File: config.mk
export PLATFORM = sky130hd
export DESIGN_NAME = rpsw_ctrl
export DESIGN_NICKNAME = d
export VERILOG_FILES = /design/src/rtl/rpsw_pkg.sv /design/src/rtl/rpsw_ctrl.sv
export SDC_FILE = /design/constraint.sdc
export NUM_CORES = 1
export LEC_CHECK = 0
export BUFFER_PORTS_ARGS = -buffer_cell sky130_fd_sc_hd__buf_2
export CAP_MARGIN = 5
export CORE_AREA = 2 2 39 41
export CTS_BUF_LIST = sky130_fd_sc_hd__clkbuf_16
export DETAILED_ROUTE_END_ITERATION = 12
export DIE_AREA = 0 0 41 43
export GPL_TIMING_DRIVEN = 0
export PLACE_DENSITY = 0.56
export REMOVE_ABC_BUFFERS = 1
export SLEW_MARGIN = 20
export SYNTH_ARGS = -nofsm -noshare
export SYNTH_HDL_FRONTEND = slang
export SYNTH_SLANG_ARGS = --single-unit
File: constraint.sdc
create_clock -name clk -period 3.9 [get_ports clk]
set_input_delay 0.585 -clock clk [delete_from_list [all_inputs] [get_ports clk]]
set_output_delay 0.585 -clock clk [all_outputs]
set_load 0.01 [all_outputs]
File: src/rtl/rpsw_pkg.sv
// ----------------------------------------------------------------------------
// rpsw_pkg: shared types and constants of the RGB pair support weight unit
// Register indexes, field widths, controller states and the command and
// status groups that join the controller and the datapath.
// ----------------------------------------------------------------------------
package rpsw_pkg;

    localparam int PIXEL_W     = 8;
    localparam int COORD_W     = 10;
    localparam int WEIGHT_W    = 8;
    localparam int DISTANCE_W  = 6;
    localparam int WIDTH_W     = 11;
    localparam int THRESHOLD_W = 8;
    localparam int STEP_W      = 8;
    localparam int CFG_INDEX_W = 3;
    localparam int CFG_DATA_W  = 11;

    localparam logic [CFG_INDEX_W-1:0] CFG_DIRECTION = 3'd0;
    localparam logic [CFG_INDEX_W-1:0] CFG_DISTANCE  = 3'd1;
    localparam logic [CFG_INDEX_W-1:0] CFG_WIDTH     = 3'd2;
    localparam logic [CFG_INDEX_W-1:0] CFG_THRESHOLD = 3'd3;
    localparam logic [CFG_INDEX_W-1:0] CFG_STEP      = 3'd4;

    localparam logic                   RST_DIRECTION = 1'b0;
    localparam logic [DISTANCE_W-1:0]  RST_DISTANCE  = 6'd1;
    localparam logic [WIDTH_W-1:0]     RST_WIDTH     = 11'd640;
    localparam logic [THRESHOLD_W-1:0] RST_THRESHOLD = 8'd32;
    localparam logic [STEP_W-1:0]      RST_STEP      = 8'd16;

    localparam logic [7:0] FULL_SCALE = 8'hFF;
    localparam logic [7:0] ROUND_BIAS = 8'h80;

    typedef enum logic [3:0] {
        ST_IDLE,
        ST_SCALE_WAIT,
        ST_MUL,
        ST_DELAY,
        ST_READ,
        ST_SAD,
        ST_WSCALE,
        ST_WEIGHT,
        ST_DIV_WAIT,
        ST_EMIT
    } ctrl_state_t;

    typedef struct packed {
        logic in_ready;
        logic div_start_scale;
        logic load_scale;
        logic load_mul;
        logic load_delay;
        logic issue_read;
        logic load_sad;
        logic div_start_pos;
        logic load_scaled;
        logic load_weight;
        logic emit;
    } cmd_t;

    typedef struct packed {
        logic in_valid;
        logic scale_ok;
        logic hit;
        logic vertical;
        logic div_busy;
        logic div_done;
        logic out_free;
    } status_t;

endpackage

File: src/rtl/rpsw_ctrl.sv
// ----------------------------------------------------------------------------
// rpsw_ctrl: sequencer of the RGB pair support weight unit
// Steps one word at a time through multiply, delay, read, difference,
// scaling and weighting, then, for a word with a partner, optional position division and output.
// ----------------------------------------------------------------------------
module rpsw_ctrl (
    input  logic                clk,
    input  logic                rst_n,
    input  rpsw_pkg::status_t   status,
    output rpsw_pkg::cmd_t      cmd
);
    import rpsw_pkg::*;

    ctrl_state_t state_reg, state_next;

    always_ff @(posedge clk or negedge rst_n)
    begin
        if (!rst_n)
        begin
            state_reg <= ST_IDLE;
        end
        else
        begin
            state_reg <= state_next;
        end
    end

    always_comb
    begin
        state_next = state_reg;
        unique case (state_reg)
            ST_IDLE:
            begin
                if (!status.scale_ok)
                begin
                    state_next = ST_SCALE_WAIT;
                end
                else if (status.in_valid)
                begin
                    state_next = ST_MUL;
                end
            end
            ST_SCALE_WAIT:
            begin
                if (status.div_done)
                begin
                    state_next = ST_IDLE;
                end
            end
            ST_MUL:     state_next = ST_DELAY;
            ST_DELAY:   state_next = ST_READ;
            ST_READ:    state_next = ST_SAD;
            ST_SAD:     state_next = ST_WSCALE;
            ST_WSCALE:  state_next = ST_WEIGHT;
            ST_WEIGHT:
            begin
                if (!status.hit)
                begin
                    state_next = ST_IDLE;
                end
                else if (status.vertical)
                begin
                    state_next = ST_DIV_WAIT;
                end
                else
                begin
                    state_next = ST_EMIT;
                end
            end
            ST_DIV_WAIT:
            begin
                if (status.div_done)
                begin
                    state_next = ST_EMIT;
                end
            end
            ST_EMIT:
            begin
                if (status.out_free)
                begin
                    state_next = ST_IDLE;
                end
            end
            default:    state_next = ST_IDLE;
        endcase
    end

    always_comb
    begin
        cmd = '0;
        unique case (state_reg)
            ST_IDLE:
            begin
                cmd.in_ready        = status.scale_ok;
                cmd.div_start_scale = !status.scale_ok;
            end
            ST_SCALE_WAIT: cmd.load_scale  = status.div_done;
            ST_MUL:        cmd.load_mul    = 1'b1;
            ST_DELAY:      cmd.load_delay  = 1'b1;
            ST_READ:       cmd.issue_read  = 1'b1;
            ST_SAD:
            begin
                cmd.load_sad      = 1'b1;
                // The row and column division runs alongside the weight math.
                cmd.div_start_pos = status.hit && status.vertical;
            end
            ST_WSCALE:     cmd.load_scaled = 1'b1;
            ST_WEIGHT:     cmd.load_weight = 1'b1;
            ST_DIV_WAIT:   ;
            ST_EMIT:       cmd.emit        = status.out_free;
            default:       ;
        endcase
    end

    assert property (@(posedge clk) disable iff (!rst_n)
        (state_reg == ST_IDLE && cmd.in_ready && status.in_valid) |=> state_reg == ST_MUL)
        else $error("accepted word did not enter the multiply step");

    assert property (@(posedge clk) disable iff (!rst_n)
        (cmd.div_start_scale || cmd.div_start_pos) |-> !status.div_busy)
        else $error("divider started while busy");
endmodule

==> results.ini <==
[worst_setup_path]
worst-r2r-setup-slack_ns = 2.42
worstPathMaxFanout = 14
worstPathRequired_ns = 3.31
worstPathArrival_ns = 1.54
critPathKind = reg -> out
critPathLaunchType = flip-flop
critPathCaptureType = primary output

[final_layout]
layout_common_cells = buf_2, nor2_1, nor3_1
seqCellArea_sq_um = 100
drive_above_1_share_pct = 38.5
final_cells = 81
fillCellCount = 160
largest_register_ffs = 4
multi_input_area_sq_um = 265
layout.nets = 76
final_common_cell = buf_2
antenna_cells = 0
syn_to_final_growth_pct = 37.7

[floorplanning]
ios = 20
core_sq_um = 1380
die_x_um = 41
rows = 14
start_util_pct = 29.3
die_y_um = 43
dieArea_sq_um = 1760

[sta]
relSlewSlack_pct = 69.3
fmax_mhz = 472
slew_viol_final = 0
worst_pin_slew_ns = 0.461
finalSetupTns_ns = 0
holdWs_ns = 0.155
finalHoldViolCount = 0
fin_crit_ns = 2.12
clock_skew_ns = 0.000491
setup_viol = 0
rsz0062_at_grt = no
post-route-period-util_pct = 54.4

[outcome]
status = completed

[logic_synthesis]
ys_seq_elements = 4
yosysSeqAreaShare_pct = 24.7
yosysTopAreaCellShare_pct = 24.7
yosysWarnings = 0
synthCells = 48
ys_types = 28
yosys.area.top_type = dfrtp_1
syn_avg_cell_area_sq_um = 8.45
mappedNetlistArea_sq_um = 405
synth_area_leaders = dfrtp_1, nor4b_1, nor3_1

[clocking]
cts_hold_buf = 0
cts_buffers = 3
clk_path_buf_depth = 2
cts_max_level = 1
postCtsSetupBuffers = 0
cts_tree = built
cts_resized = 0
clock_latency_ns = 0.23
cts_root_buffer = clkbuf_16
path_clk_slew_ns = 0.03
cts.sinks = 4

[drt]
antenna_left = 0
routedWlPerCell_um = 11.1
drc = 0
drt-initial-drc-count = 4
vias = 416
wl_um = 901
drtPass1Iterations = 4
vias_per_cell = 5.14

[min_path]
worstHoldPathType = in -> async

[place]
dp.cells = 78
place_hpwl_um = 633
gp_congestion = 0.638
port_buffers = 18

[global_route]
overflow = 0
antenna_found_initial = 0
grt_pass1_wl_mm = 1.43
grt_pass1_vias = 343
grt_util_all_layers_pct = 12.5
grt_max_degree = 15

[pwr]
ir_worst_vdd_mv = 0.357
power_density_nw_per_um2 = 796
p_leak_nw = 0.276

[job]
drv_cap = 0

-- path summary, 6_finish.rpt --
path                                          start                       end  depth (start not counted)
min reg2reg                state_reg[3]$_DFFE_PN0P_  state_reg[1]$_DFFE_PN0P_                          1
max in group asynchronous                     rst_n  state_reg[0]$_DFFE_PN0P_                          1
min in group clk                          status[5]  state_reg[3]$_DFFE_PN0P_                          3
max                        state_reg[2]$_DFFE_PN0P_                    cmd[3]                          4
min                                           rst_n  state_reg[1]$_DFFE_PN0P_                          1
max reg2reg                state_reg[3]$_DFFE_PN0P_  state_reg[0]$_DFFE_PN0P_                          3
-- critical path: stages, from the launching register on --
cell and delay [ns]:
dfrtp_1 0.62, nand2b_1 0.23, nor2b_1 0.18, and3_1 0.16, buf_2 0.12
-- metal layers --
metal | GRT usage, % | part of all wire, %
met2 | 15.9 | 48
met1 | 17.0 | 45
met4 | 8.00 | 2.8
met5 | 0 | 0
met3 | 4.71 | 4.4
-- cells in the mapped netlist --
cell      count
and4b_1       1
inv_1         2
and2_1        2
o21a_1        1
nor4_2        1
nand3_1       1
a21oi_1       1
and3b_1       1
o31a_2        1
nor2_1        5
dfrtp_1       4
o21bai_1      1
nor2b_1       2
a31oi_1       1
o32a_1        1
a32o_2        1
nor4b_1       3
xor2_1        1
nand2_1       2
a32oi_1       1
buf_2         2
nor3_1        5
nand2b_1      2
and2b_1       1
and3_1        1
nor4b_2       1
mux2i_1       1
buf_6         2
-- per-stage QoR --
stage	power [W]	util (%)	setup slack (ns)	area (sq um)
5_1_grt	0.000477	40.3	1.65	558
4_1_cts	0.000449	40.3	1.77	558
2_1_floorplan	0.000228	-	2.11	373
6_report	0.000444	40.3	1.78	558
3_5_place_dp	0.000285	34.9	2.01	483
3_3_place_gp	0.000285	34.9	2.03	483
-- cell type report --
cell class / instances / area share, %
Timing Repair Buffer: 18 / 16.1
Sequential cell: 4 / 17.9
Multi-Input combinational cell: 38 / 47.5
Clock buffer: 3 / 13.5
Inverter: 2 / 1.35
Tap cell: 16 / 3.59
-- power breakdown --
group	switching (W)	internal, W	leakage [nW]
Clock	0.0000314	0.000131	0.0370
Combinational	0.0000727	0.0000908	0.188
Sequential	0.0000593	0.0000587	0.0509
-- kinds of logic after synthesis --
group | after synthesis | synth area share, %
XOR/XNOR | 1 | 2.16
AND/OR/NAND/NOR | 28 | 44.4
flip-flops | 4 | 24.7
multiplexers | 1 | 2.47
buffers and inverters | 6 | 9.88
AO/OA/AOI/OAI | 8 | 16.4
Power figures use the tool's default switching activity.
